[config.mk]
export PLATFORM = sky130hd
export DESIGN_NAME = smbios_structure_scrubber
export DESIGN_NICKNAME = d
export VERILOG_FILES = /design/src/hdl/smbscrub_pkg.sv /design/src/hdl/smbscrub_parser.sv /design/src/hdl/smbscrub_regs.sv /design/src/hdl/smbios_structure_scrubber.sv
export SDC_FILE = /design/constraint.sdc
export NUM_CORES = 1
export LEC_CHECK = 0
export BUFFER_PORTS_ARGS = -buffer_cell sky130_fd_sc_hd__buf_4
export CORE_MARGIN = 5
export CORE_UTILIZATION = 55
export DETAILED_ROUTE_END_ITERATION = 10
export PLACE_DENSITY_LB_ADDON = 0.05
export REMOVE_ABC_BUFFERS = 1
export SLEW_MARGIN = 20
export SYNTH_ARGS = -nofsm -noshare
export SYNTH_HDL_FRONTEND = slang
export SYNTH_SLANG_ARGS = --single-unit
export TNS_END_PERCENT = 5
[constraint.sdc]
create_clock -name aclk -period 8 [get_ports aclk]
set_input_delay 0 -clock aclk [delete_from_list [all_inputs] [get_ports aclk]]
set_output_delay 0 -clock aclk [all_outputs]
set_load 0.02 [all_outputs]
[src/hdl/smbscrub_pkg.sv]
// ----------------------------------------------------------------------------
// smbscrub_pkg: shared types and constants of the SMBIOS structure scrubber
// Phase encoding, register map and the per-byte result record.
// ----------------------------------------------------------------------------
package smbscrub_pkg;

    localparam int unsigned BYTE_W = 8;

    // Smallest legal formatted-header length (type byte plus length byte)
    localparam logic [BYTE_W-1:0] MIN_HEADER_LEN = 8'd2;

    // Reset values of the type registers
    localparam logic [BYTE_W-1:0] SCRUB_TYPE_FIRST_RST  = 8'd4;
    localparam logic [BYTE_W-1:0] SCRUB_TYPE_SECOND_RST = 8'hdb;

    // Register index, taken from paddr[2] (word addressing)
    localparam logic REG_SCRUB_TYPE_FIRST  = 1'b0;
    localparam logic REG_SCRUB_TYPE_SECOND = 1'b1;

    typedef enum logic [1:0] {
        PH_TYPE    = 2'd0,
        PH_LENGTH  = 2'd1,
        PH_HEADER  = 2'd2,
        PH_STRINGS = 2'd3
    } phase_t;

    typedef struct packed {
        logic [BYTE_W-1:0] out_byte;
        logic              was_scrubbed;
        logic              struct_end;
        logic              last_out;
    } result_t;

endpackage

[src/hdl/smbscrub_parser.sv]
// ----------------------------------------------------------------------------
// smbscrub_parser: per-byte structure walker
// Holds phase, length, position and match state; computes one result per byte.
// ----------------------------------------------------------------------------
module smbscrub_parser import smbscrub_pkg::*; (
    input  logic              aclk,
    input  logic              aresetn,
    input  logic              step,
    input  logic [BYTE_W-1:0] in_byte,
    input  logic              last_in,
    input  logic [BYTE_W-1:0] type_first,
    input  logic [BYTE_W-1:0] type_second,
    output result_t           result
);

    phase_t            phase_reg, phase_next;
    logic              match_reg, match_next;
    logic [BYTE_W-1:0] hlen_reg, hlen_next;
    logic [BYTE_W-1:0] hpos_reg, hpos_next;
    logic              prev_zero_reg, prev_zero_next;

    logic [BYTE_W-1:0] hpos_inc;
    logic [BYTE_W-1:0] len_fixed;
    logic              is_zero;

    assign hpos_inc  = hpos_reg + 8'd1;
    assign len_fixed = (in_byte < MIN_HEADER_LEN) ? MIN_HEADER_LEN : in_byte;
    assign is_zero   = (in_byte == '0);

    always_comb begin
        phase_next          = phase_reg;
        match_next          = match_reg;
        hlen_next           = hlen_reg;
        hpos_next           = hpos_reg;
        prev_zero_next      = prev_zero_reg;
        result.out_byte     = in_byte;
        result.was_scrubbed = 1'b0;
        result.struct_end   = 1'b0;
        result.last_out     = last_in;

        unique case (phase_reg)
            PH_TYPE: begin
                match_next = (in_byte == type_first) || (in_byte == type_second);
                phase_next = PH_LENGTH;
            end
            PH_LENGTH: begin
                hlen_next      = len_fixed;
                hpos_next      = MIN_HEADER_LEN;
                prev_zero_next = 1'b0;
                phase_next     = (MIN_HEADER_LEN >= len_fixed) ? PH_STRINGS : PH_HEADER;
            end
            PH_HEADER: begin
                if (match_reg) begin
                    result.out_byte     = '0;
                    result.was_scrubbed = 1'b1;
                end
                hpos_next = hpos_inc;
                if (hpos_inc >= hlen_reg) begin
                    prev_zero_next = 1'b0;
                    phase_next     = PH_STRINGS;
                end
            end
            PH_STRINGS: begin
                if (is_zero && prev_zero_reg) begin
                    result.struct_end = 1'b1;
                    phase_next        = PH_TYPE;
                    match_next        = 1'b0;
                    hlen_next         = '0;
                    hpos_next         = '0;
                    prev_zero_next    = 1'b0;
                end else begin
                    prev_zero_next = is_zero;
                end
            end
            default: begin
                phase_next = PH_TYPE;
            end
        endcase

        // end of buffer drops any structure in flight
        if (last_in) begin
            phase_next     = PH_TYPE;
            match_next     = 1'b0;
            hlen_next      = '0;
            hpos_next      = '0;
            prev_zero_next = 1'b0;
        end
    end

    always_ff @(posedge aclk) begin
        if (!aresetn) begin
            phase_reg     <= PH_TYPE;
            match_reg     <= 1'b0;
            hlen_reg      <= '0;
            hpos_reg      <= '0;
            prev_zero_reg <= 1'b0;
        end else if (step) begin
            phase_reg     <= phase_next;
            match_reg     <= match_next;
            hlen_reg      <= hlen_next;
            hpos_reg      <= hpos_next;
            prev_zero_reg <= prev_zero_next;
        end
    end

endmodule

[src/hdl/smbscrub_regs.sv]
// ----------------------------------------------------------------------------
// smbscrub_regs: APB register file
// Holds the two structure types whose header body is zeroed.
// ----------------------------------------------------------------------------
module smbscrub_regs import smbscrub_pkg::*; (
    input  logic              aclk,
    input  logic              aresetn,
    input  logic              psel,
    input  logic              penable,
    input  logic              pwrite,
    input  logic [2:0]        paddr,
    input  logic [31:0]       pwdata,
    output logic [31:0]       prdata,
    output logic              pready,
    output logic [BYTE_W-1:0] type_first,
    output logic [BYTE_W-1:0] type_second
);

    logic [BYTE_W-1:0] type_first_reg;
    logic [BYTE_W-1:0] type_second_reg;
    logic              wr_en;

    assign pready = 1'b1;
    assign wr_en  = psel && penable && pwrite;

    always_ff @(posedge aclk) begin
        if (!aresetn) begin
            type_first_reg  <= SCRUB_TYPE_FIRST_RST;
            type_second_reg <= SCRUB_TYPE_SECOND_RST;
        end else if (wr_en) begin
            unique case (paddr[2])
                REG_SCRUB_TYPE_FIRST:  type_first_reg  <= pwdata[BYTE_W-1:0];
                REG_SCRUB_TYPE_SECOND: type_second_reg <= pwdata[BYTE_W-1:0];
                default:               type_first_reg  <= type_first_reg;
            endcase
        end
    end

    always_comb begin
        unique case (paddr[2])
            REG_SCRUB_TYPE_FIRST:  prdata = {24'd0, type_first_reg};
            REG_SCRUB_TYPE_SECOND: prdata = {24'd0, type_second_reg};
            default:               prdata = '0;
        endcase
    end

    assign type_first  = type_first_reg;
    assign type_second = type_second_reg;

endmodule

[src/hdl/smbios_structure_scrubber.sv]
// ----------------------------------------------------------------------------
// smbios_structure_scrubber: SMBIOS structure table scrubber, top level
// A byte accepted on s_ passes through the input register into the result
// register, from which it is offered on m_.
// Throughput: one byte per cycle, sustained under continuous m_tready.
// The input register and the result register each take a new transfer
// whenever the stage behind them moves, so one byte may wait on m_ while the
// next is accepted. Reset (aresetn low, synchronous) empties both stages,
// returns the walker to awaiting a type byte and restores types 4 and 0xdb.
// ----------------------------------------------------------------------------
module smbios_structure_scrubber import smbscrub_pkg::*; (
    input  logic        aclk,
    input  logic        aresetn,

    // configuration
    input  logic        psel,
    input  logic        penable,
    input  logic        pwrite,
    input  logic [2:0]  paddr,
    input  logic [31:0] pwdata,
    output logic [31:0] prdata,
    output logic        pready,

    // input stream
    input  logic        s_tvalid,
    output logic        s_tready,
    input  logic [7:0]  s_tdata,   // [7:0] in_byte
    input  logic        s_tlast,   // last_in

    // result stream
    output logic        m_tvalid,
    input  logic        m_tready,
    output logic [7:0]  m_tdata,   // [7:0] out_byte
    output logic [1:0]  m_tuser,   // [0] was_scrubbed, [1] struct_end
    output logic        m_tlast    // last_out
);

    logic [BYTE_W-1:0] type_first;
    logic [BYTE_W-1:0] type_second;

    // input register
    logic              in_valid_reg, in_valid_next;
    logic [BYTE_W-1:0] in_byte_reg;
    logic              in_last_reg;

    // result register
    logic              out_valid_reg, out_valid_next;
    result_t           out_reg;
    result_t           result;

    logic              advance;   // result register can take a new byte
    logic              step;      // a byte moves from input to result register
    logic              s_xfer;

    smbscrub_regs u_regs (
        .aclk        (aclk),
        .aresetn     (aresetn),
        .psel        (psel),
        .penable     (penable),
        .pwrite      (pwrite),
        .paddr       (paddr),
        .pwdata      (pwdata),
        .prdata      (prdata),
        .pready      (pready),
        .type_first  (type_first),
        .type_second (type_second)
    );

    smbscrub_parser u_parser (
        .aclk        (aclk),
        .aresetn     (aresetn),
        .step        (step),
        .in_byte     (in_byte_reg),
        .last_in     (in_last_reg),
        .type_first  (type_first),
        .type_second (type_second),
        .result      (result)
    );

    // Advance the result register when it is empty or being drained;
    // take a new input transfer when the input register empties this cycle.
    assign advance  = !out_valid_reg || m_tready;
    assign step     = advance && in_valid_reg;
    assign s_tready = !in_valid_reg || advance;
    assign s_xfer   = s_tvalid && s_tready;

    always_comb begin
        in_valid_next = in_valid_reg;
        if (s_xfer) begin
            in_valid_next = 1'b1;
        end else if (advance) begin
            in_valid_next = 1'b0;
        end
        out_valid_next = advance ? in_valid_reg : out_valid_reg;
    end

    always_ff @(posedge aclk) begin
        if (!aresetn) begin
            in_valid_reg  <= 1'b0;
            out_valid_reg <= 1'b0;
        end else begin
            in_valid_reg  <= in_valid_next;
            out_valid_reg <= out_valid_next;
        end
    end

    // payload: hold unless a transfer lands
    always_ff @(posedge aclk) begin
        if (s_xfer) begin
            in_byte_reg <= s_tdata;
            in_last_reg <= s_tlast;
        end
        if (step) begin
            out_reg <= result;
        end
    end

    assign m_tvalid = out_valid_reg;
    assign m_tdata  = out_reg.out_byte;
    assign m_tuser  = {out_reg.struct_end, out_reg.was_scrubbed};
    assign m_tlast  = out_reg.last_out;

`ifndef SYNTHESIS
    // a scrubbed byte always goes out as zero
    assert property (@(posedge aclk) disable iff (!aresetn)
        m_tvalid && m_tuser[0] |-> m_tdata == 8'd0)
        else $error("scrubbed byte is not zero");

    // a terminator is the second zero of the string set, never a header byte
    assert property (@(posedge aclk) disable iff (!aresetn)
        m_tvalid && m_tuser[1] |-> m_tdata == 8'd0 && !m_tuser[0])
        else $error("structure end on a non-terminator byte");

    // reset empties the result register
    assert property (@(posedge aclk) !aresetn |=> !m_tvalid)
        else $error("result valid right after reset");

    // a byte waiting in the input register is not lost while the output stalls
    assert property (@(posedge aclk) disable iff (!aresetn)
        in_valid_reg && m_tvalid && !m_tready |=> in_valid_reg && m_tvalid)
        else $error("stalled byte dropped");
`endif

endmodule
=== Word-level counts from Yosys, hierarchy flattened ===
Cells that the tools add are included.

* Multiplexer cells: 24
* Order comparisons: 3
* Equal/unequal tests: 7
* Reductions and logical operators: 23
* Bitwise operators: 1
* Add/sub/neg operators: 1

{| class="wikitable"
|+ Operator list
! operator !! count
|-
| $pmux W32 S2 || 1
|-
| $mux W8 || 4
|-
| $pmux W8 S3 || 1
|-
| $mux W9 || 2
|-
| $eq A8 B8 Y1 || 2
|-
| $pmux W8 S2 || 1
|-
| $reduce_and A3 Y1 || 5
|-
| $mux W1 || 9
|-
| $add A8 B1 Y8 const B || 1
|-
| $ge A2 B8 Y1 const A || 1
|-
| $ge A8 B8 Y1 || 1
|-
| $logic_not A8 Y1 || 1
|-
| $lt A8 B2 Y1 const B || 1
|-
| $pmux W2 S4 || 1
|-
| $mux W2 || 3
|-
| $ne A3 B2 Y1 const B || 2
|-
| $reduce_bool A3 Y1 || 2
|-
| $logic_and A1 B1 Y1 || 5
|-
| $eq A2 B2 Y1 const B || 2
|-
| $reduce_and A2 Y1 || 2
|-
| $reduce_bool A4 Y1 || 1
|-
| $logic_or A1 B1 Y1 || 3
|-
| $pmux W1 S3 || 1
|-
| $eq A2 B1 Y1 const B || 1
|-
| 5 further kinds || 6
|}

* Input port bits: 51
* Bits in registers: 58

=== Logic depth before layout (Yosys ltp) ===
* Depth after elaboration: 6
* Depth in mapped cells: 11
* Depth with buffers taken out: 11

=== Hierarchy ===
Synthesis repeated with hierarchy kept, for this count alone.

* Cells, all modules: 331
* Area total of the unflattened synthesis: 3,273.1 µm²

{| class="wikitable"
|+ Modules (own cells, without submodules)
! module !! instances !! sequential area each (µm²) !! area an instance (µm²) !! cells each
|-
| smbscrub_parser || 1 || 400.4 || 1,586.5 || 196
|-
| smbscrub_regs || 1 || 320.3 || 982.2 || 106
|-
| smbios_structure_scrubber || 1 || 640.6 || 704.4 || 29
|}

=== Least setup slack after synthesis ===
Ideal clock, no wire load.

* Path kind: register to register
* Start: register u_parser.hpos_reg[2]
* End: register u_parser.phase_reg[0]
* Data arrival time: 2.392 ns
* Path buffers: 0
* Setup slack: 5.484 ns
* Stages on the path, launching flop included: 11
* Required time: 7.876 ns
* Cells stage by stage: dfxtp_1 > nand3_1 > or2_2 > nor2_1 > xor2_1 > ha_1 > nand4_1 > nor2_1 > a2111oi_0 > nor2_1 > mux2i_1

* Word-level cells in the longest chain between the ends: 4

{| class="wikitable"
|+ RTL lines
! element !! line !! source
|-
| start, declared || smbscrub_parser.sv:19 || <nowiki>logic [BYTE_W-1:0] hpos_reg, hpos_next;</nowiki>
|-
| start signal, assigned || smbscrub_parser.sv:101 || <nowiki>hpos_reg <= hpos_next;</nowiki>
|-
| $add A8 B1 Y8 || smbscrub_parser.sv:26 || <nowiki>assign hpos_inc = hpos_reg + 8'd1;</nowiki>
|-
| $ge A8 B8 Y1 || smbscrub_parser.sv:58 || <nowiki>if (hpos_inc >= hlen_reg) begin</nowiki>
|-
| $ne A3 B2 Y1 (no line) || - ||
|-
| $reduce_and A3 Y1 (no line) || - ||
|-
| end signal, assigned || smbscrub_parser.sv:98 || <nowiki>phase_reg <= phase_next;</nowiki>
|-
| end, declared || smbscrub_parser.sv:16 || <nowiki>phase_t phase_reg, phase_next;</nowiki>
|}

No other way between the ends.
A chain may end at the register's enable or synchronous reset.

=== Worst setup path in the final report ===
* Start: register u_parser.hpos_reg[2]
* End: register u_parser.phase_reg[1]

Same word-level chain as after synthesis.

==> flow_summary.yaml <==
run_status:
  status: "completed"
sta:
  rsz0062_at_grt: "no"
  max_slew.worst_pin.slew_ns: 1.01
  max_freq_ghz: 0.332
  setup_violations: 0
  maxSlewViolCount: 0
  min_period_ns: 3.01
  fin_tns_setup_ns: 0
  maxSlewHeadroom_pct: 32.3
  fin_worst_skew_ns: 0.00778
  fin_crit_sh_pct: 37.7
  holdWs_ns: 0.0119
  worst_slack_ns: 4.99
  finalHoldViolCount: 0
worst_setup_path:
  crit_end: "u_parser.phase_reg[1]$_SDFFE_PN0P_"
  crit_type: "reg -> reg"
  cp.arrival_ns: 3.22
  endpoint_kind: "flop"
  cp_slowest_cell: "a2111oi_0"
  startpoint: "u_parser.hpos_reg[2]$_SDFFE_PN0P_"
  worst-path-max-fanout: 5
  cpMostUsedCell: "nor2_1"
  reg2reg_to: "u_parser.phase_reg[1]$_SDFFE_PN0P_"
  worst-path-buf-inv: 0
  path_delay_family: "simple AND/OR/NAND/NOR gates"
  start_kind: "flop"
  r2r_start: "u_parser.hpos_reg[2]$_SDFFE_PN0P_"
  path_depth: 10
  critPathRequiredTime_ns: 8.21
  path_cells: "nand3_1, or2_2, nor2_1, xor2_1, ha_1, nand4_1, nor2_1, a2111oi_0, nor2_1, mux2i_1"
  rrSetupSlack_ns: 4.99
  slowest_delay_ns: 0.74
  reg2reg_depth: 10
power_and_ir_drop:
  powerDensity_nw_per_um2: 179
  p_leak_nw: 1.51
  total_power_uw: 672
  ir_drop_uv: 125
route:
  dr.pass1.iters: 4
  wl_um: 6530
  vias: 2433
  via_per_inst: 5.09
  drt-wirelength-per-cell_um: 13.7
  drtIter0Drc: 118
  drc: 0
  ant_nets: 0
cts:
  clk_path_buf_depth: 2
  ctsResizeCount: 0
  root_buffer: "clkbuf_8"
  cts_hold_buf: 18
  clock_latency_ns: 0.33
  postCtsSetupBuffers: 0
  htree_levels: 3
  clkTransAtPathRegs_ns: 0.07
  cts_tree: "done"
  clock_sinks: 58
  cts_made_buffers: 9
global_routing:
  grt_pass1_wl_um: 10800
  grt_overflow: 0
  antenna_found_initial: 0
  first_global_vias: 2312
  grt_util_all_layers_pct: 18.7
  grt_max_degree: 50
synth:
  yosysMostFrequentCell: "nand2_1"
  synth-simple-area-share_pct: 21.4
  async_reset_ff_share_pct: 0
  synth_edf_count: 20
  yosysWarnings: 0
  syn-cell-area_um2: 3100
  synth_common_cells: "nand2_1 (60), dfxtp_1 (38), buf_4 (25)"
  synthMuxAreaShare_pct: 3.55
  synth-main-ff-cell: "dfxtp_1"
  ys_seq_elements: 58
  ys_types: 46
  synth_area_leaders: "dfxtp_1 (25%), edfxtp_1 (19%), nand2_1 (7.3%)"
  yosys.area.top_type: "dfxtp_1"
  synth_top_area_share_pct: 24.5
  synth_cells: 341
  synth_xor_area_share_pct: 6.21
  postSynthAreaPerCell_um2: 9.10
  synth_compound_area_share_pct: 9.84
  synth_adder_area_share_pct: 5.65
  synth_top_family_by_area: "simple AND/OR/NAND/NOR gates"
  ys_seq_area_share_pct: 43.9
min_path:
  min_path_type: "in -> reg"
die:
  die_h_um: 85.1
  die_area_um2: 7240
  die_w_um: 85.1
  rows: 27
  coreArea_um2: 5510
  num_io_pins: 97
  start_util_pct: 56.4
placed_design:
  gp_congestion: 0.791
  portBuffers: 45
  hpwl_um: 4570
  dpl_worst_slack_ns: 5.04
layout:
  n_antenna_cell: 0
  fin_util_pct: 68.2
  fin_nets: 466
  fillers: 444
  drive_above_1_share_pct: 17.7
  syn2layout_area_growth_pct: 21.1
flow_run:
  drv_cap: 0
-- layer usage --
| layer | part of all wire [%] | track usage (%) | vias up | wire length [um] |
|---|---|---|---|---|
| li1 | - | - | 1239 | - |
| met1 | 46 | 24.9 | 1107 | 3000 |
| met2 | 46 | 29.6 | 79 | 3010 |
| met3 | 6.7 | 3.98 | 8 | 437 |
| met4 | 1.2 | 7.34 | 0 | 80 |
| met5 | 0 | 0 | - | 0 |
-- kinds of logic after synthesis --
logic type	Yosys count
adders and majority gates	14
muxes	10
other	2
buffers and inverters	51
AOI/OAI and AO/OA	47
xor gates and xnor gates	22
DFF	58
and+or+nand+nor	137
-- worst min-delay path by stage --
stage                from                                end  slack [ns]  cells past startpoint
4_1_cts          m_tready              m_tvalid$_SDFFE_PN0P_       0.001                      3
2_1_floorplan     aresetn  u_regs.type_first[2]$_SDFFE_PN1P_        0.07                      1
6_report         m_tready              m_tvalid$_SDFFE_PN0P_        0.01                      3
3_3_place_gp   s_tdata[7]           in_byte_reg[7]$_DFFE_PP_        0.18                      1
3_5_place_dp   s_tdata[3]           in_byte_reg[3]$_DFFE_PP_        0.18                      1
5_1_grt          m_tready              m_tvalid$_SDFFE_PN0P_        0.04                      3
-- tightest hold or removal path: stages --
cell	delay (ns)
buf_4	0.08
nor2b_1	0.06
o21a_1	0.16
-- power breakdown --
| group | switching (mW) | leakage (nW) | internal (mW) |
|---|---|---|---|
| Clock | 0.115 | 0.0930 | 0.151 |
| Combinational | 0.0449 | 0.917 | 0.0358 |
| Sequential | 0.0104 | 0.499 | 0.315 |
-- final cells by class --
class / instances / area, um2 / area share, %
multi-input combinational: 255 / 1540 / 41.0
sequential: 58 / 1360 / 36.2
timing repair buffer: 63 / 518 / 13.8
clock buffer: 11 / 141 / 3.76
tap: 72 / 90.1 / 2.40
clock inverter: 5 / 53.8 / 1.43
inverter: 14 / 52.6 / 1.40
-- metrics by stage --
| stage | cell area (um2) | instances |
|---|---|---|
| after CTS | 3760 | 478 |
| after floorplan | 2950 | 327 |
| final | 3760 | 478 |
| after global routing | 3760 | 478 |
| after global placement | 3380 | 444 |
| after detailed placement | 3380 | 444 |
-- cell usage in the layout (no fill, tap or decap), types with 5 or more instances in the layout --
cell type and n:
clkbuf_8 10, nand4_1 6, nand3_1 20, o22ai_1 5, a21oi_1 7, buf_4 45, nand2b_1 5, inv_1 14
ha_1 14, a21boi_0 9, xnor2_1 20, dfxtp_1 38, edfxtp_1 20, nand2_1 60, mux2_2 8, and2_1 9
o21ai_0 13, nor2_1 14, conb_1 25, dlygate4sd3_1 18
(Power assumes the default switching activity.)
